`src/rne_pkg.sv`:
```
package rne_pkg;

   // Year and bound width
   localparam int YEAR_W = 12;

   // Largest year that has a numeral with at most three M letters
   localparam logic [YEAR_W-1:0] YEAR_CAP = 12'd3999;

   // Bound register reset values
   localparam logic [YEAR_W-1:0] LOWEST_RESET  = 12'd1000;
   localparam logic [YEAR_W-1:0] HIGHEST_RESET = 12'd3000;

   // Register indexes on the csr port
   localparam logic CSR_LOWEST  = 1'b0;
   localparam logic CSR_HIGHEST = 1'b1;

   // One classified year: range flag and decimal digits
   typedef struct packed {
      logic       err;
      logic [1:0] thou;
      logic [3:0] hund;
      logic [3:0] tens;
      logic [3:0] ones;
   } entry_type;

endpackage

```
`src/rne_front.sv`:
```
module rne_front (
   input  logic                    clock,
   input  logic                    reset,
   input  logic                    req_valid,
   output logic                    req_stall,
   input  logic [11:0]             req_year,
   input  logic [11:0]             lowest_year,
   input  logic [11:0]             highest_year,
   output logic                    push,
   output rne_pkg::entry_type      push_data,
   input  logic                    q_full
);

   localparam logic [1:0] S_IDLE = 2'd0;
   localparam logic [1:0] S_HUND = 2'd1;
   localparam logic [1:0] S_TENS = 2'd2;
   localparam logic [1:0] S_PUSH = 2'd3;

   logic [1:0]  state_ff, state_in;
   logic [11:0] rem_ff, rem_in;
   logic        err_ff, err_in;
   logic [1:0]  thou_ff, thou_in;
   logic [3:0]  hund_ff, hund_in;
   logic [3:0]  tens_ff, tens_in;
   logic [3:0]  ones_ff, ones_in;

   logic [11:0] lo_eff;
   logic [11:0] hi_eff;
   logic [3:0]  dig;

   // Count how many whole units fit into the remainder (at most nine)
   function automatic logic [3:0] digit_of(input logic [11:0] rem, input logic [11:0] unit);
      logic [3:0] d;
      d = 4'd0;
      for (int k = 1; k <= 9; k++) begin
         if ({4'd0, rem} >= 16'(k) * {4'd0, unit}) begin
            d = 4'(k);
         end
      end
      return d;
   endfunction

   // Value of a digit in the given place
   function automatic logic [11:0] scale(input logic [3:0] d, input logic [11:0] unit);
      return 12'({8'd0, d} * unit);
   endfunction

   // Clamp the configured bounds
   assign lo_eff = (lowest_year == 12'd0) ? 12'd1 : lowest_year;
   assign hi_eff = (highest_year > rne_pkg::YEAR_CAP) ? rne_pkg::YEAR_CAP : highest_year;

   assign req_stall = (state_ff != S_IDLE);
   assign push      = (state_ff == S_PUSH) && !q_full;

   assign push_data.err  = err_ff;
   assign push_data.thou = thou_ff;
   assign push_data.hund = hund_ff;
   assign push_data.tens = tens_ff;
   assign push_data.ones = ones_ff;

   // Classify on accept, then peel one decimal digit per cycle
   always_comb begin
      state_in = state_ff;
      rem_in   = rem_ff;
      err_in   = err_ff;
      thou_in  = thou_ff;
      hund_in  = hund_ff;
      tens_in  = tens_ff;
      ones_in  = ones_ff;
      dig      = 4'd0;
      unique case (state_ff)
         S_IDLE: begin
            if (req_valid) begin
               dig      = digit_of(req_year, 12'd1000);
               err_in   = (req_year < lo_eff) || (req_year > hi_eff);
               thou_in  = dig[1:0];
               rem_in   = req_year - scale(dig, 12'd1000);
               state_in = S_HUND;
            end
         end
         S_HUND: begin
            dig      = digit_of(rem_ff, 12'd100);
            hund_in  = dig;
            rem_in   = rem_ff - scale(dig, 12'd100);
            state_in = S_TENS;
         end
         S_TENS: begin
            dig      = digit_of(rem_ff, 12'd10);
            tens_in  = dig;
            rem_in   = rem_ff - scale(dig, 12'd10);
            ones_in  = rem_in[3:0];
            state_in = S_PUSH;
         end
         S_PUSH: begin
            if (!q_full) begin
               state_in = S_IDLE;
            end
         end
         default: state_in = S_IDLE;
      endcase
   end

   always_ff @(posedge clock) begin
      if (reset) begin
         state_ff <= S_IDLE;
      end else begin
         state_ff <= state_in;
      end
   end

   always_ff @(posedge clock) begin
      rem_ff  <= rem_in;
      err_ff  <= err_in;
      thou_ff <= thou_in;
      hund_ff <= hund_in;
      tens_ff <= tens_in;
      ones_ff <= ones_in;
   end

   // A beat is taken only in idle
   a_accept_starts_work: assert property (@(posedge clock) disable iff (reset)
      (req_valid && !req_stall) |=> (state_ff == S_HUND))
      else $error("accepted beat did not start conversion");

endmodule

```
`src/rne_queue.sv`:
```
module rne_queue (
   input  logic                    clock,
   input  logic                    reset,
   input  logic                    push,
   input  rne_pkg::entry_type      push_data,
   output logic                    full,
   input  logic                    pop,
   output rne_pkg::entry_type      pop_data,
   output logic                    empty
);

   rne_pkg::entry_type mem_ff [2];
   logic               wr_ptr_ff, wr_ptr_in;
   logic               rd_ptr_ff, rd_ptr_in;
   logic [1:0]         count_ff, count_in;

   assign full     = (count_ff == 2'd2);
   assign empty    = (count_ff == 2'd0);
   assign pop_data = mem_ff[rd_ptr_ff];

   // Advance pointers and occupancy
   always_comb begin
      wr_ptr_in = push ? !wr_ptr_ff : wr_ptr_ff;
      rd_ptr_in = pop ? !rd_ptr_ff : rd_ptr_ff;
      count_in  = count_ff + {1'b0, push} - {1'b0, pop};
   end

   always_ff @(posedge clock) begin
      if (reset) begin
         wr_ptr_ff <= 1'b0;
         rd_ptr_ff <= 1'b0;
         count_ff  <= 2'd0;
      end else begin
         wr_ptr_ff <= wr_ptr_in;
         rd_ptr_ff <= rd_ptr_in;
         count_ff  <= count_in;
      end
   end

   always_ff @(posedge clock) begin
      if (push) begin
         mem_ff[wr_ptr_ff] <= push_data;
      end
   end

   a_count_bound: assert property (@(posedge clock) disable iff (reset)
      count_ff <= 2'd2)
      else $error("queue occupancy overflow");

   a_no_pop_empty: assert property (@(posedge clock) disable iff (reset)
      pop |-> !empty)
      else $error("pop from empty queue");

endmodule

```
`src/rne_back.sv`:
```
module rne_back (
   input  logic                    clock,
   input  logic                    reset,
   input  logic                    q_empty,
   input  rne_pkg::entry_type      q_data,
   output logic                    pop,
   output logic                    rsp_valid,
   input  logic                    rsp_stall,
   output logic [7:0]              rsp_symbol,
   output logic                    rsp_out_of_range,
   output logic                    rsp_last_symbol
);

   localparam logic [7:0] SYM_NONE = 8'h00;
   localparam logic [7:0] SYM_M    = 8'h4D;
   localparam logic [7:0] SYM_D    = 8'h44;
   localparam logic [7:0] SYM_C    = 8'h43;
   localparam logic [7:0] SYM_L    = 8'h4C;
   localparam logic [7:0] SYM_X    = 8'h58;
   localparam logic [7:0] SYM_V    = 8'h56;
   localparam logic [7:0] SYM_I    = 8'h49;

   logic        active_ff, active_in;
   logic        err_ff, err_in;
   logic [3:0]  d_ff [4];
   logic [3:0]  d_in [4];
   logic [1:0]  pos_ff, pos_in;
   logic [1:0]  j_ff, j_in;

   logic        valid_ff, valid_in;
   logic [7:0]  symbol_ff, symbol_in;
   logic        oor_ff, oor_in;
   logic        last_ff, last_in;

   logic [3:0]  cur_d;
   logic [2:0]  len;
   logic        digit_done;
   logic [3:0]  nz;
   logic [3:0]  later;
   logic        any_later;
   logic [1:0]  next_pos;
   logic [3:0]  new_nz;
   logic [1:0]  first_pos;
   logic        out_free;
   logic        emit;
   logic        is_last;
   logic [7:0]  one_sym, five_sym, ten_sym;
   logic [7:0]  pat_sym;

   // Letters emitted for one decimal digit
   function automatic logic [2:0] seq_len(input logic [3:0] d);
      logic [2:0] n;
      unique case (d) inside
         4'd1, 4'd5:                n = 3'd1;
         4'd2, 4'd4, 4'd6, 4'd9:    n = 3'd2;
         4'd3, 4'd7:                n = 3'd3;
         4'd8:                      n = 3'd4;
         default:                   n = 3'd0;
      endcase
      return n;
   endfunction

   // Current digit and its letter run
   assign cur_d      = d_ff[pos_ff];
   assign len        = seq_len(cur_d);
   assign digit_done = ({1'b0, j_ff} == (len - 3'd1));

   // Find the next place with letters
   always_comb begin
      for (int i = 0; i < 4; i++) begin
         nz[i]     = (d_ff[i] != 4'd0);
         later[i]  = nz[i] && (2'(i) > pos_ff);
         new_nz[i] = (d_in[i] != 4'd0);
      end
      next_pos = 2'd0;
      for (int i = 3; i >= 0; i--) begin
         if (later[i]) begin
            next_pos = 2'(i);
         end
      end
      first_pos = 2'd0;
      for (int i = 3; i >= 0; i--) begin
         if (new_nz[i]) begin
            first_pos = 2'(i);
         end
      end
   end
   assign any_later = |later;

   // Letters of the current place
   always_comb begin
      unique case (pos_ff)
         2'd0:    begin one_sym = SYM_M; five_sym = SYM_NONE; ten_sym = SYM_NONE; end
         2'd1:    begin one_sym = SYM_C; five_sym = SYM_D;    ten_sym = SYM_M;    end
         2'd2:    begin one_sym = SYM_X; five_sym = SYM_L;    ten_sym = SYM_C;    end
         default: begin one_sym = SYM_I; five_sym = SYM_V;    ten_sym = SYM_X;    end
      endcase
   end

   // Pick the letter at this step of the digit
   always_comb begin
      if (cur_d == 4'd9) begin
         pat_sym = (j_ff == 2'd0) ? one_sym : ten_sym;
      end else if (cur_d == 4'd4) begin
         pat_sym = (j_ff == 2'd0) ? one_sym : five_sym;
      end else if (cur_d >= 4'd5) begin
         pat_sym = (j_ff == 2'd0) ? five_sym : one_sym;
      end else begin
         pat_sym = one_sym;
      end
   end

   assign out_free = !valid_ff || !rsp_stall;
   assign emit     = active_ff && out_free;
   assign is_last  = err_ff || (digit_done && !any_later);
   assign pop      = !q_empty && (!active_ff || (emit && is_last));

   // Load digits on pop
   always_comb begin
      d_in[0] = pop ? {2'b00, q_data.thou} : d_ff[0];
      d_in[1] = pop ? q_data.hund : d_ff[1];
      d_in[2] = pop ? q_data.tens : d_ff[2];
      d_in[3] = pop ? q_data.ones : d_ff[3];
      err_in  = pop ? q_data.err : err_ff;
   end

   // Step through the run and fill the output register
   always_comb begin
      active_in = active_ff;
      pos_in    = pos_ff;
      j_in      = j_ff;
      valid_in  = valid_ff;
      symbol_in = symbol_ff;
      oor_in    = oor_ff;
      last_in   = last_ff;
      if (emit) begin
         valid_in  = 1'b1;
         symbol_in = err_ff ? SYM_NONE : pat_sym;
         oor_in    = err_ff;
         last_in   = is_last;
         if (is_last) begin
            active_in = 1'b0;
         end else if (digit_done) begin
            pos_in = next_pos;
            j_in   = 2'd0;
         end else begin
            j_in = j_ff + 2'd1;
         end
      end else if (out_free) begin
         valid_in = 1'b0;
      end
      if (pop) begin
         active_in = 1'b1;
         pos_in    = first_pos;
         j_in      = 2'd0;
      end
   end

   always_ff @(posedge clock) begin
      if (reset) begin
         active_ff <= 1'b0;
         valid_ff  <= 1'b0;
      end else begin
         active_ff <= active_in;
         valid_ff  <= valid_in;
      end
   end

   always_ff @(posedge clock) begin
      err_ff    <= err_in;
      pos_ff    <= pos_in;
      j_ff      <= j_in;
      symbol_ff <= symbol_in;
      oor_ff    <= oor_in;
      last_ff   <= last_in;
      for (int i = 0; i < 4; i++) begin
         d_ff[i] <= d_in[i];
      end
   end

   assign rsp_valid        = valid_ff;
   assign rsp_symbol       = symbol_ff;
   assign rsp_out_of_range = oor_ff;
   assign rsp_last_symbol  = last_ff;

   a_err_single: assert property (@(posedge clock) disable iff (reset)
      (valid_ff && oor_ff) |-> (last_ff && (symbol_ff == SYM_NONE)))
      else $error("error beat is not a lone zero symbol");

   a_cur_nonzero: assert property (@(posedge clock) disable iff (reset)
      (active_ff && !err_ff) |-> (cur_d != 4'd0))
      else $error("sequencer parked on an empty place");

   a_pop_starts: assert property (@(posedge clock) disable iff (reset)
      pop |=> active_ff)
      else $error("popped entry not started");

endmodule

```
`src/roman_numeral_encoder.sv`:
```
// Flow: a year passes through the front states accept, hundreds, tens and push,
//   then passes through the queue to the back, which registers its first letter.
// Throughput: the back emits one letter per cycle while rsp_stall is low (1 to 15
//   per year); the front takes no new year until the last one has been pushed.
// Reset: synchronous; bounds return to 1000 and 3000, queue and output empty.
module roman_numeral_encoder (
   input  logic        clock,
   input  logic        reset,
   input  logic        req_valid,
   output logic        req_stall,
   input  logic [11:0] req_year,
   output logic        rsp_valid,
   input  logic        rsp_stall,
   output logic [7:0]  rsp_symbol,
   output logic        rsp_out_of_range,
   output logic        rsp_last_symbol,
   input  logic        csr_we,
   input  logic        csr_index,
   input  logic [11:0] csr_wdata
);

   logic [11:0]        lowest_ff, lowest_in;
   logic [11:0]        highest_ff, highest_in;

   logic               q_push;
   logic               q_full;
   logic               q_pop;
   logic               q_empty;
   rne_pkg::entry_type q_in_data;
   rne_pkg::entry_type q_out_data;

   // Bound registers
   always_comb begin
      lowest_in  = lowest_ff;
      highest_in = highest_ff;
      if (csr_we) begin
         case (csr_index)
            rne_pkg::CSR_LOWEST:  lowest_in  = csr_wdata;
            rne_pkg::CSR_HIGHEST: highest_in = csr_wdata;
            default:              lowest_in  = lowest_ff;
         endcase
      end
   end

   always_ff @(posedge clock) begin
      if (reset) begin
         lowest_ff  <= rne_pkg::LOWEST_RESET;
         highest_ff <= rne_pkg::HIGHEST_RESET;
      end else begin
         lowest_ff  <= lowest_in;
         highest_ff <= highest_in;
      end
   end

   rne_front u_front (
      .clock        (clock),
      .reset        (reset),
      .req_valid    (req_valid),
      .req_stall    (req_stall),
      .req_year     (req_year),
      .lowest_year  (lowest_ff),
      .highest_year (highest_ff),
      .push         (q_push),
      .push_data    (q_in_data),
      .q_full       (q_full)
   );

   rne_queue u_queue (
      .clock     (clock),
      .reset     (reset),
      .push      (q_push),
      .push_data (q_in_data),
      .full      (q_full),
      .pop       (q_pop),
      .pop_data  (q_out_data),
      .empty     (q_empty)
   );

   rne_back u_back (
      .clock            (clock),
      .reset            (reset),
      .q_empty          (q_empty),
      .q_data           (q_out_data),
      .pop              (q_pop),
      .rsp_valid        (rsp_valid),
      .rsp_stall        (rsp_stall),
      .rsp_symbol       (rsp_symbol),
      .rsp_out_of_range (rsp_out_of_range),
      .rsp_last_symbol  (rsp_last_symbol)
   );

endmodule
```
`config.mk`:
```
export PLATFORM = sky130hd
export DESIGN_NAME = roman_numeral_encoder
export DESIGN_NICKNAME = d
export VERILOG_FILES = /design/src/rne_pkg.sv /design/src/rne_front.sv /design/src/rne_queue.sv /design/src/rne_back.sv /design/src/roman_numeral_encoder.sv
export SDC_FILE = /design/constraint.sdc
export NUM_CORES = 1
export LEC_CHECK = 0
export BUFFER_PORTS_ARGS = -buffer_cell sky130_fd_sc_hd__buf_2
export CORE_AREA = 2 2 113 115
export DETAILED_ROUTE_END_ITERATION = 10
export DIE_AREA = 0 0 115 117
export GPL_TIMING_DRIVEN = 0
export PLACE_DENSITY_LB_ADDON = 0.05
export SLEW_MARGIN = 20
export SYNTH_ARGS = -nofsm -noshare
export SYNTH_HDL_FRONTEND = slang
export SYNTH_SLANG_ARGS = --single-unit
```
`constraint.sdc`:
```
create_clock -name clock -period 7.79 [get_ports clock]
set_input_delay 0.779 -clock clock [delete_from_list [all_inputs] [get_ports clock]]
set_output_delay 0.779 -clock clock [all_outputs]
set_load 0.02 [all_outputs]
```
==> results of run 1 <==
power groups by stage:
stage               Combinational, mW  Sequential, mW  Clock (mW)
CTS                              2.37            1.07       0.781
finish                           2.38            1.07       0.775
global placement                 2.27            1.07           0
floorplan                        1.85            1.05           0
detailed placement               2.34            1.08           0
global route                     2.68            1.09       0.814
cell families (layout without fill, tap and decap cells):
group                      after synthesis  after routing  synth area share
buffers and inverters                  102            173           0.05134
muxes                                   31             31           0.04846
and+or+nand+nor                        256            256            0.1577
adders and majority gates               87             87            0.1449
xor gates and xnor gates                33             33           0.03695
DFF                                    121            121            0.3967
AOI/OAI and AO/OA                      197            197            0.1635
other                                    1              3         0.0004794
cell type report:
type / count / share of cell area
buffer: 32 / 0.01577
tap: 150 / 0.02131
timing repair buffer: 39 / 0.02216
sequential: 121 / 0.3523
inverter: 70 / 0.02983
clock inverter: 15 / 0.01832
multi-input combinational: 607 / 0.4920
clock buffer: 17 / 0.04830
metal layers:
layer  up-vias  routed length, um  track usage
li1       3084                  -            -
met1      2916               7358       0.3175
met2       157               8449       0.4569
met3        28                666      0.05819
met4         0                285      0.08755
met5         -                  0            0
stage by stage:
step / util / area, um2
after floorplan: - / 7830
after global placement: 0.6671 / 8213
after detailed placement: 0.6673 / 8215
after CTS: 0.7149 / 8802
after global routing: 0.7154 / 8808
final: 0.7154 / 8808
Yosys cell counts (all sizes together), types with 9 or more instances:
| master | instances | area share |
|---|---|---|
| nand2 | 89 | 0.043 |
| ha | 81 | 0.13 |
| inv | 70 | 0.034 |
| edfxtp | 68 | 0.26 |
| nor2 | 64 | 0.031 |
| a21oi | 63 | 0.040 |
| dfxtp | 53 | 0.14 |
| o21ai | 45 | 0.029 |
| clkbuf | 25 | 0.012 |
| xnor2 | 22 | 0.025 |
| mux2i | 21 | 0.027 |
| nor3 | 18 | 0.013 |
| nor2b | 15 | 0.012 |
| a21o | 14 | 0.013 |
| xor2 | 11 | 0.012 |
| nand2b | 10 | 0.0080 |
| nor4 | 10 | 0.0080 |
| a211o | 9 | 0.010 |
| nand3 | 9 | 0.0058 |
sequential cells by signal, indices dropped and copies added, names as in the netlist, 2 cells and up, named ones only:
name               flops
u_back.j_ff            2
highest_ff            12
u_back.rsp_symbol      6
lowest_ff             12
u_front.rem_ff        12
u_front.ones_ff        4
u_back.pos_ff          2
u_queue.count_ff       2
u_front.tens_ff        4
u_back.d_ff           16
u_front.thou_ff        2
u_front.hund_ff        4
u_front.state_ff       2
u_queue.mem_ff        30
how the worst max path moves through the flow:
stage | startpoint | endpoint
3_5_place_dp | u_front.rem_ff[4]$_DFFE_PP_ | u_front.rem_ff[9]$_DFFE_PP_
2_1_floorplan | u_front.rem_ff[4]$_DFFE_PP_ | u_front.rem_ff[10]$_DFFE_PP_
6_report | u_front.rem_ff[4]$_DFFE_PP_ | u_front.rem_ff[11]$_DFFE_PP_
5_1_grt | u_front.rem_ff[5]$_DFFE_PP_ | u_front.rem_ff[10]$_DFFE_PP_
4_1_cts | u_front.rem_ff[4]$_DFFE_PP_ | u_front.rem_ff[9]$_DFFE_PP_
3_3_place_gp | u_front.rem_ff[4]$_DFFE_PP_ | u_front.rem_ff[10]$_DFFE_PP_
==> impl_metrics.tcl, run 1 <==
set metrics [dict create \
    drt_pass1_iterations 5 \
    skew_ps 7.095 \
    r2r-start "u_front.rem_ff[4]$_DFFE_PP_" \
    core_um2 12310 \
    clock_latency_ps 420 \
    synth-main-ff-cell "edfxtp_1" \
    crit_fanout 10 \
    worst_hold_path_type "register to register" \
    track_usage 0.2597 \
    grt_pass1_vias 5954 \
    switching_share 0.4338 \
    tritoncts "built" \
    rsz0062_at_grt "false" \
    switching_power_mw 1.834 \
    cap_violations 0 \
    die_area_um2 13460 \
    critPathCaptureType "register" \
    required_ps 8040 \
    async_reset_ff_frac 0 \
    finalSetupViolCount 0 \
    worst-path-stages 17 \
    cts_resized 0 \
    drc_errors 0 \
    power_frac_comb 0.564 \
    peakVddDrop_uv 640.8 \
    areaGrowthSynthToFinish_pct 12.60 \
    critical_path.top_delay_family "simple AND/OR/NAND/NOR gates" \
    cp_slowest_cell "o21ai_0" \
    die_h_um 117 \
    cts_setup_buffers 0 \
    syn-cell-area_um2 7823 \
    worst_slack_ps 2672 \
    dp_slack_ps 2788 \
    worstSetupPathType "register to register" \
    ff2ff_setup_slack_ps 2670 \
    antenna_found_initial 0 \
    yosysWarnings 0 \
    seq_area_frac_synth 0.3967 \
    cp-start-kind "register" \
    cp_num_buf_inv 3 \
    synth_enable_flop_cells 68 \
    final_antenna_net_count 0 \
    grt_start_max_net_pins 17 \
    drv_slew 0 \
    r2r_end "u_front.rem_ff[11]$_DFFE_PP_" \
    syn_area_per_cell_um2 9.447 \
    cts_sinks 121 \
    cell_internal_pwr_mw 2.394 \
    detail_route.wl_per_cell_um 15.95 \
    instances_no_fill 1051 \
    grt_overflow 0 \
    whs_endpoint "u_front.ones_ff[0]$_DFFE_PP_" \
    ff2ff_path_depth 17 \
    syn-instance-count 828 \
    drive_above_1_share 0.1110 \
    final.setup.tns_ps 0 \
    start_util 0.6354 \
    worst_pin_slew_ps 813.0 \
    wl_mm 16.76 \
    mostFrequentLayoutCell "nand2_1" \
    rows 41 \
    clkTransAtPathRegs_ps 60 \
    dp.cells 1019 \
    io_pins 42 \
    cpPeakStageDelay_ps 470 \
    fmax_mhz 195.4 \
    p_per_area_nw_per_um2 480.0 \
    ys_ff_latch 121 \
    cts_buffer_depth 2 \
    nFillCells 970 \
    crit_chain "clkbuf_1 > or3_1 > or3_1 > a41oi_1 > nand2_1 > or2_2 > inv_1 > ha_1 > ha_1 > inv_1 > fa_1 > xor2_1 > ha_1 > nand2_1 > o21ai_0 > a221oi_1 > a211oi_1" \
    fin_crit_ps 5118 \
    whs_path_depth 0 \
    dieWidth_um 115 \
    viasPerCell 5.885 \
    relSlewSlack 0.4560 \
    hold_slack_ps 424.5 \
    yosysUniqueCellTypes 65 \
    htree_levels 4 \
    seq_area_um2 3103 \
    pwr-share-seq 0.253 \
    leakage_nw 3.757 \
    hpwl_mm 12.98 \
    multiInputGateArea_um2 4334 \
    min_from "u_front.rem_ff[0]$_DFFE_PP_" \
    status "finished, final reports clean" \
    place.gp.congestion 0.8956 \
    grt_pass1_wl_mm 27.47 \
    pwr-share-clk 0.183 \
    layout_common_cells "nand2_1, ha_1, inv_1, edfxtp_1" \
    drtIter0Drc 482 \
    nNetsFinal 1005 \
    io_buffer_count 39 \
    arrival_ps 5370 \
    p_total_mw 4.228 \
    crit_top_cell "ha_1" \
    post-route-period-util 0.6570 \
    cts_made_buffers 17 \
    vias 6185 \
    cts-root-buf "clkbuf_16" \
    final-hold-violation-count 0 \
    antenna_cells 0 \
    postCtsHoldBufs 0 \
]
Note: power is estimated with default switching activity, not from simulation.
==> inputs of run 2 (changes only) <==
--- a/config.mk
+++ b/config.mk
@@ -6,9 +6,9 @@
 export NUM_CORES = 1
 export LEC_CHECK = 0
 export BUFFER_PORTS_ARGS = -buffer_cell sky130_fd_sc_hd__buf_2
-export CORE_AREA = 2 2 113 115
+export CORE_AREA = 2 2 116 118
 export DETAILED_ROUTE_END_ITERATION = 10
-export DIE_AREA = 0 0 115 117
+export DIE_AREA = 0 0 118 120
 export GPL_TIMING_DRIVEN = 0
 export PLACE_DENSITY_LB_ADDON = 0.05
 export SLEW_MARGIN = 20
==> constraint.sdc (replaced) <==
create_clock -name clock -period 5.2 [get_ports clock]
set_input_delay 0.52 -clock clock [delete_from_list [all_inputs] [get_ports clock]]
set_output_delay 0.52 -clock clock [all_outputs]
set_load 0.02 [all_outputs]
==> run 2 against run 1 <==
Compared with the run above: worst setup slack got worse by 2400 ps; global-route usage fell by 0.19 points; clock skew rose by 1.5 ps; power rose by 51%; worst hold slack got worse by 110 ps; fmax rose by 3.2%; sequential power rose by 50%; count of clock-buffer cells in the layout did not move; largest power group unchanged.
==> impl_metrics.tcl, run 2 (synthesized netlist as in run 1, its figures left out) <==
set metrics [dict create \
    status "finished, final reports clean" \
    place.gp.congestion 0.8704 \
    multiInputGateArea_um2 4344 \
    wl_mm 17.62 \
    hpwl_mm 13.34 \
    power_frac_comb 0.567 \
    utilization 0.6815 \
    cell_internal_pwr_mw 3.559 \
    clock_latency_ps 420 \
    antenna_found_initial 0 \
    skew_ps 8.567 \
    ff2ff_path_depth 17 \
    grt_overflow 0 \
    pwr-share-seq 0.252 \
    worst_pin_slew_ps 1206 \
    r2r-start "u_front.rem_ff[4]$_DFFE_PP_" \
    finalSetupViolCount 0 \
    startpoint "u_front.rem_ff[4]$_DFFE_PP_" \
    placed_cell_area_um2 8248 \
    fin_crit_ps 4957 \
    detail_route.wl_per_cell_um 16.36 \
    rows 42 \
    vias 6265 \
    crit_fanout 10 \
    peakVddDrop_uv 924.6 \
    cts_buffer_depth 2 \
    nFillCells 1056 \
    relSlewSlack 0.1884 \
    top_regs "u_queue.mem_ff (30), u_back.d_ff (16)" \
    clkTransAtPathRegs_ps 60 \
    grt_pass1_wl_mm 29.19 \
    crit_chain "clkbuf_1 > or3_1 > or3_1 > a41oi_2 > nand2_2 > or2_2 > inv_1 > ha_1 > ha_1 > inv_1 > fa_1 > ha_1 > a21oi_1 > o2bb2ai_1 > xnor2_1 > a221oi_1 > a21oi_1" \
    cts_sinks 121 \
    drive_above_1_share 0.1132 \
    track_usage 0.2579 \
    cp_num_buf_inv 3 \
    layout_common_cells "nand2_1, ha_1, inv_1, edfxtp_1" \
    critPathCaptureType "register" \
    fmax_mhz 201.7 \
    required_ps 5350 \
    arrival_ps 5100 \
    antenna_cells 0 \
    cap_violations 0 \
    final-hold-violation-count 0 \
    worst-path-stages 17 \
    leakage_nw 3.770 \
    cpPeakStageDelay_ps 450 \
    cp-start-kind "register" \
    hold_slack_ps 317.7 \
    r2r_end "u_front.rem_ff[10]$_DFFE_PP_" \
    cts_made_buffers 17 \
    io_buffer_count 39 \
    crit_path_end "u_front.rem_ff[10]$_DFFE_PP_" \
    switching_power_mw 2.827 \
    tritoncts "built" \
    ff2ff_setup_slack_ps 240 \
    seq_area_um2 3103 \
    nNetsFinal 1005 \
    final_antenna_net_count 0 \
    start_util 0.6027 \
    drc_errors 0 \
    worst_hold_path_type "input port to register" \
    pwr-share-clk 0.181 \
    drt_pass1_iterations 6 \
    largest_register "u_queue.mem_ff" \
    cts_resized 0 \
    die_area_um2 14160 \
    worstSetupPathType "register to register" \
    io_pins 42 \
    cts_setup_buffers 0 \
    dieWidth_um 118 \
    drv_slew 0 \
    critical_path.top_delay_family "simple AND/OR/NAND/NOR gates" \
    mostFrequentLayoutCell "nand2_1" \
    grt_pass1_vias 6334 \
    p_per_area_nw_per_um2 721.9 \
    cp_slowest_cell "or3_1" \
    cts-root-buf "clkbuf_16" \
    areaGrowthSynthToFinish_pct 13.08 \
    viasPerCell 5.817 \
    htree_levels 4 \
    die_h_um 120 \
    p_total_mw 6.386 \
    postCtsHoldBufs 0 \
    grt_start_max_net_pins 17 \
    drtIter0Drc 343 \
    largest_reg_flops 30 \
    core_um2 12980 \
    switching_share 0.4427 \
    crit_top_cell "ha_1" \
    post-route-period-util 0.9533 \
    fin_area_um2 8846 \
]
[run 2: cell types whose count changed in the layout (fill, tap and decap cells not counted), sizes merged]
cell,before,now
clkinv,1,4
clkinvlp,6,2
inv,76,78
bufinv,2,1
[run 2: final cells by class]
type | instances | area share
clock inverters | 15 | 0.01768
repair buffers | 39 | 0.02207
multi-input cells | 607 | 0.4911
inverters | 70 | 0.02970
plain buffers | 32 | 0.01570
well taps | 176 | 0.02489
clock buffers | 17 | 0.04809
flip-flops and latches | 121 | 0.3508
[run 2: worst reg2reg max path, stage by stage, from the launching register on]
cell       delay [ps]
edfxtp_1          440
clkbuf_1          250
or3_1             460
or3_1             350
a41oi_2           320
nand2_2           160
or2_2             390
inv_1             160
ha_1              270
ha_1              230
inv_1              80
fa_1              420
ha_1              330
a21oi_1           230
o2bb2ai_1         160
xnor2_1           100
a221oi_1          270
a21oi_1            70
[run 2: how the worst min path moves through the flow]
stage | cells past startpoint | endpoint | slack (ps) | from
after floorplan | 0 | u_front.ones_ff[0]$_DFFE_PP_ | 400 | u_front.rem_ff[0]$_DFFE_PP_
after global placement | 0 | u_front.ones_ff[0]$_DFFE_PP_ | 410 | u_front.rem_ff[0]$_DFFE_PP_
after detailed placement | 0 | u_front.ones_ff[0]$_DFFE_PP_ | 420 | u_front.rem_ff[0]$_DFFE_PP_
after CTS | 2 | lowest_ff[9]$_SDFFE_PP1P_ | 310 | csr_wdata[9]
after global routing | 2 | lowest_ff[7]$_SDFFE_PP1P_ | 320 | csr_wdata[7]
final | 2 | lowest_ff[9]$_SDFFE_PP1P_ | 320 | csr_wdata[9]
[run 2: per-layer routing]
layer / routed length [um] / track usage / vias to the layer above
li1: - / - / 3083
met1: 7478 / 0.2952 / 2974
met2: 9073 / 0.4644 / 170
met3: 746 / 0.05133 / 38
met4: 320 / 0.1190 / 0
met5: 0 / 0 / -
[run 2: power by group through the flow]
stage | clock network [mW] | logic [mW] | registers (mW)
floorplan | 0 | 2.78 | 1.58
global placement | 0 | 3.40 | 1.60
detailed placement | 0 | 3.55 | 1.62
CTS | 1.17 | 3.58 | 1.60
global route | 1.21 | 4.04 | 1.63
finish | 1.16 | 3.62 | 1.61
[run 2: stage by stage]
step | TNS (ps) | std cells | worst slack, ps
after floorplan | 0 | 830 | 807.5
after global placement | 0 | 1045 | 252.5
after detailed placement | 0 | 1045 | 184.2
after CTS | 0 | 1077 | 145.2
after global routing | -8.629 | 1077 | -7.081
final | 0 | 1077 | 242.7
==> inputs of run 3 (changes only) <==
--- a/config.mk
+++ b/config.mk
@@ -6,9 +6,10 @@
 export NUM_CORES = 1
 export LEC_CHECK = 0
 export BUFFER_PORTS_ARGS = -buffer_cell sky130_fd_sc_hd__buf_2
-export CORE_AREA = 2 2 116 118
+export CAP_MARGIN = 20
+export CORE_AREA = 2 2 133 135
 export DETAILED_ROUTE_END_ITERATION = 10
-export DIE_AREA = 0 0 118 120
+export DIE_AREA = 0 0 135 137
 export GPL_TIMING_DRIVEN = 0
 export PLACE_DENSITY_LB_ADDON = 0.05
 export SLEW_MARGIN = 20
==> run 3 against run 2 <==
Compared with the run above: sequential power barely moved; die area rose by 31%; final cell count rose by 4.5%; critical path depth is the same; sequential cell count unchanged; count of clock-buffer cells in the layout is the same; worst setup slack gained 86 ps; wire length fell by 0.14%; sequential share of layout area down 0.31 points; via count is 2.4% lower; worst hold slack improved by 5.9 ps; clock power about the same; critical endpoint unchanged.
==> impl_metrics.tcl, run 3 (synthesized netlist as in run 1, its figures left out) <==
set metrics [dict create \
    rows 48 \
    cts-root-buf "clkbuf_16" \
    dp_slack_ps 154.0 \
    htree_levels 4 \
    utilization 0.5233 \
    whs_path_depth 2 \
    drtIter0Drc 310 \
    whs_endpoint "lowest_ff[8]$_SDFFE_PP1P_" \
    placed_cell_area_um2 8309 \
    fin_crit_ps 4871 \
    detail_route.wl_per_cell_um 15.63 \
    grt_overflow 0 \
    worst_slack_ps 328.8 \
    nFillCells 1607 \
    antenna_found_initial 0 \
    ff2ff_path_depth 17 \
    fin_area_um2 8926 \
    mostFrequentLayoutCell "nand2_1" \
    drt_pass1_iterations 7 \
    tritoncts "built" \
    post-route-period-util 0.9368 \
    relSlewSlack 0.4081 \
    grt_pass1_vias 6029 \
    drv_slew 0 \
    nNetsFinal 1005 \
    place.gp.congestion 0.8261 \
    ff2ff_setup_slack_ps 330 \
    die_h_um 137 \
    critPathCaptureType "register" \
    largest_reg_flops 30 \
    cts_sinks 121 \
    viasPerCell 5.432 \
    final-hold-violation-count 0 \
    leakage_nw 3.778 \
    skew_ps 11.22 \
    worst_pin_slew_ps 884.5 \
    p_per_area_nw_per_um2 715.0 \
    instances_no_fill 1126 \
    cts_buffer_depth 2 \
    antenna_cells 0 \
    largest_register "u_queue.mem_ff" \
    clkTransAtPathRegs_ps 60 \
    track_usage 0.2008 \
    required_ps 5350 \
    dp.cells 1094 \
    hold_slack_ps 323.6 \
    peakVddDrop_uv 831.3 \
    cap_violations 0 \
    multiInputGateArea_um2 4345 \
    finalSetupViolCount 0 \
    cts_made_buffers 17 \
    clock_latency_ps 420 \
    seq_area_um2 3103 \
    final_antenna_net_count 0 \
    p_total_mw 6.382 \
    start_util 0.4586 \
    top_regs "u_queue.mem_ff (30), u_back.d_ff (16)" \
    r2r_end "u_front.rem_ff[10]$_DFFE_PP_" \
    worst_hold_path_type "input port to register" \
    crit_fanout 10 \
    worstSetupPathType "register to register" \
    min_from "csr_wdata[8]" \
    core_um2 17060 \
    grt_start_max_net_pins 17 \
    dieWidth_um 135 \
    fmax_mhz 205.3 \
    vias 6116 \
    cp-start-kind "register" \
    wl_mm 17.59 \
    areaGrowthSynthToFinish_pct 14.11 \
    io_buffer_count 39 \
    status "finished, final reports clean" \
    final.setup.tns_ps 0 \
    layout_common_cells "nand2_1, ha_1, inv_1, edfxtp_1" \
    arrival_ps 5020 \
    drc_errors 0 \
    die_area_um2 18500 \
    hpwl_mm 13.96 \
    drive_above_1_share 0.1143 \
    io_pins 42 \
    r2r-start "u_front.rem_ff[4]$_DFFE_PP_" \
    postCtsHoldBufs 0 \
    grt_pass1_wl_mm 29.05 \
]
run 3: how the worst max path moves through the flow:
stage | startpoint | slack [ps] | end
5_1_grt | u_front.rem_ff[4]$_DFFE_PP_ | -20 | u_front.rem_ff[10]$_DFFE_PP_
4_1_cts | u_front.rem_ff[4]$_DFFE_PP_ | 130 | u_front.rem_ff[10]$_DFFE_PP_
3_5_place_dp | u_front.rem_ff[4]$_DFFE_PP_ | 150 | u_front.rem_ff[10]$_DFFE_PP_
2_1_floorplan | u_front.rem_ff[4]$_DFFE_PP_ | 810 | u_front.rem_ff[10]$_DFFE_PP_
3_3_place_gp | u_front.rem_ff[4]$_DFFE_PP_ | 180 | u_front.rem_ff[10]$_DFFE_PP_
6_report | u_front.rem_ff[4]$_DFFE_PP_ | 330 | u_front.rem_ff[10]$_DFFE_PP_
run 3: critical path, stage by stage, from the launching register on:
cell	delay (ps)
edfxtp_1	450
clkbuf_2	220
or3_1	420
or3_1	350
a41oi_2	290
nand2_2	170
or2_2	390
inv_1	160
ha_1	260
ha_1	220
inv_1	70
fa_1	430
ha_1	330
a21oi_1	240
o2bb2ai_1	180
xnor2_1	100
a221oi_1	260
a21oi_1	60
run 3: final cells by class:
cell class	count	share of cell area
flip-flops and latches	121	0.3476
plain buffers	32	0.01570
inverters	70	0.02944
clock inverters	15	0.01934
multi-input cells	607	0.4868
clock buffers	17	0.04766
well taps	225	0.03154
repair buffers	39	0.02187
run 3: layer usage:
metal / global-route usage / vias up / share of wire
li1: - / 3088 / -
met1: 0.2484 / 2904 / 0.44
met2: 0.3531 / 113 / 0.51
met3: 0.04593 / 11 / 0.038
met4: 0.05498 / 0 / 0.0067
met5: 0 / - / 0
run 3: power breakdown:
part           switching, mW  leakage [nW]  internal (mW)
sequential             0.200          1.07           1.40
clock                  0.494         0.287          0.683
combinational           2.12          2.43           1.48
total                   2.82          3.78           3.56
run 3: what timing repair did:
item | 4_1_cts | 5_1_grt
gates resized for setup | 0 | 5
setup endpoints to repair | 0 | 4
buffers inserted | 0 | 0
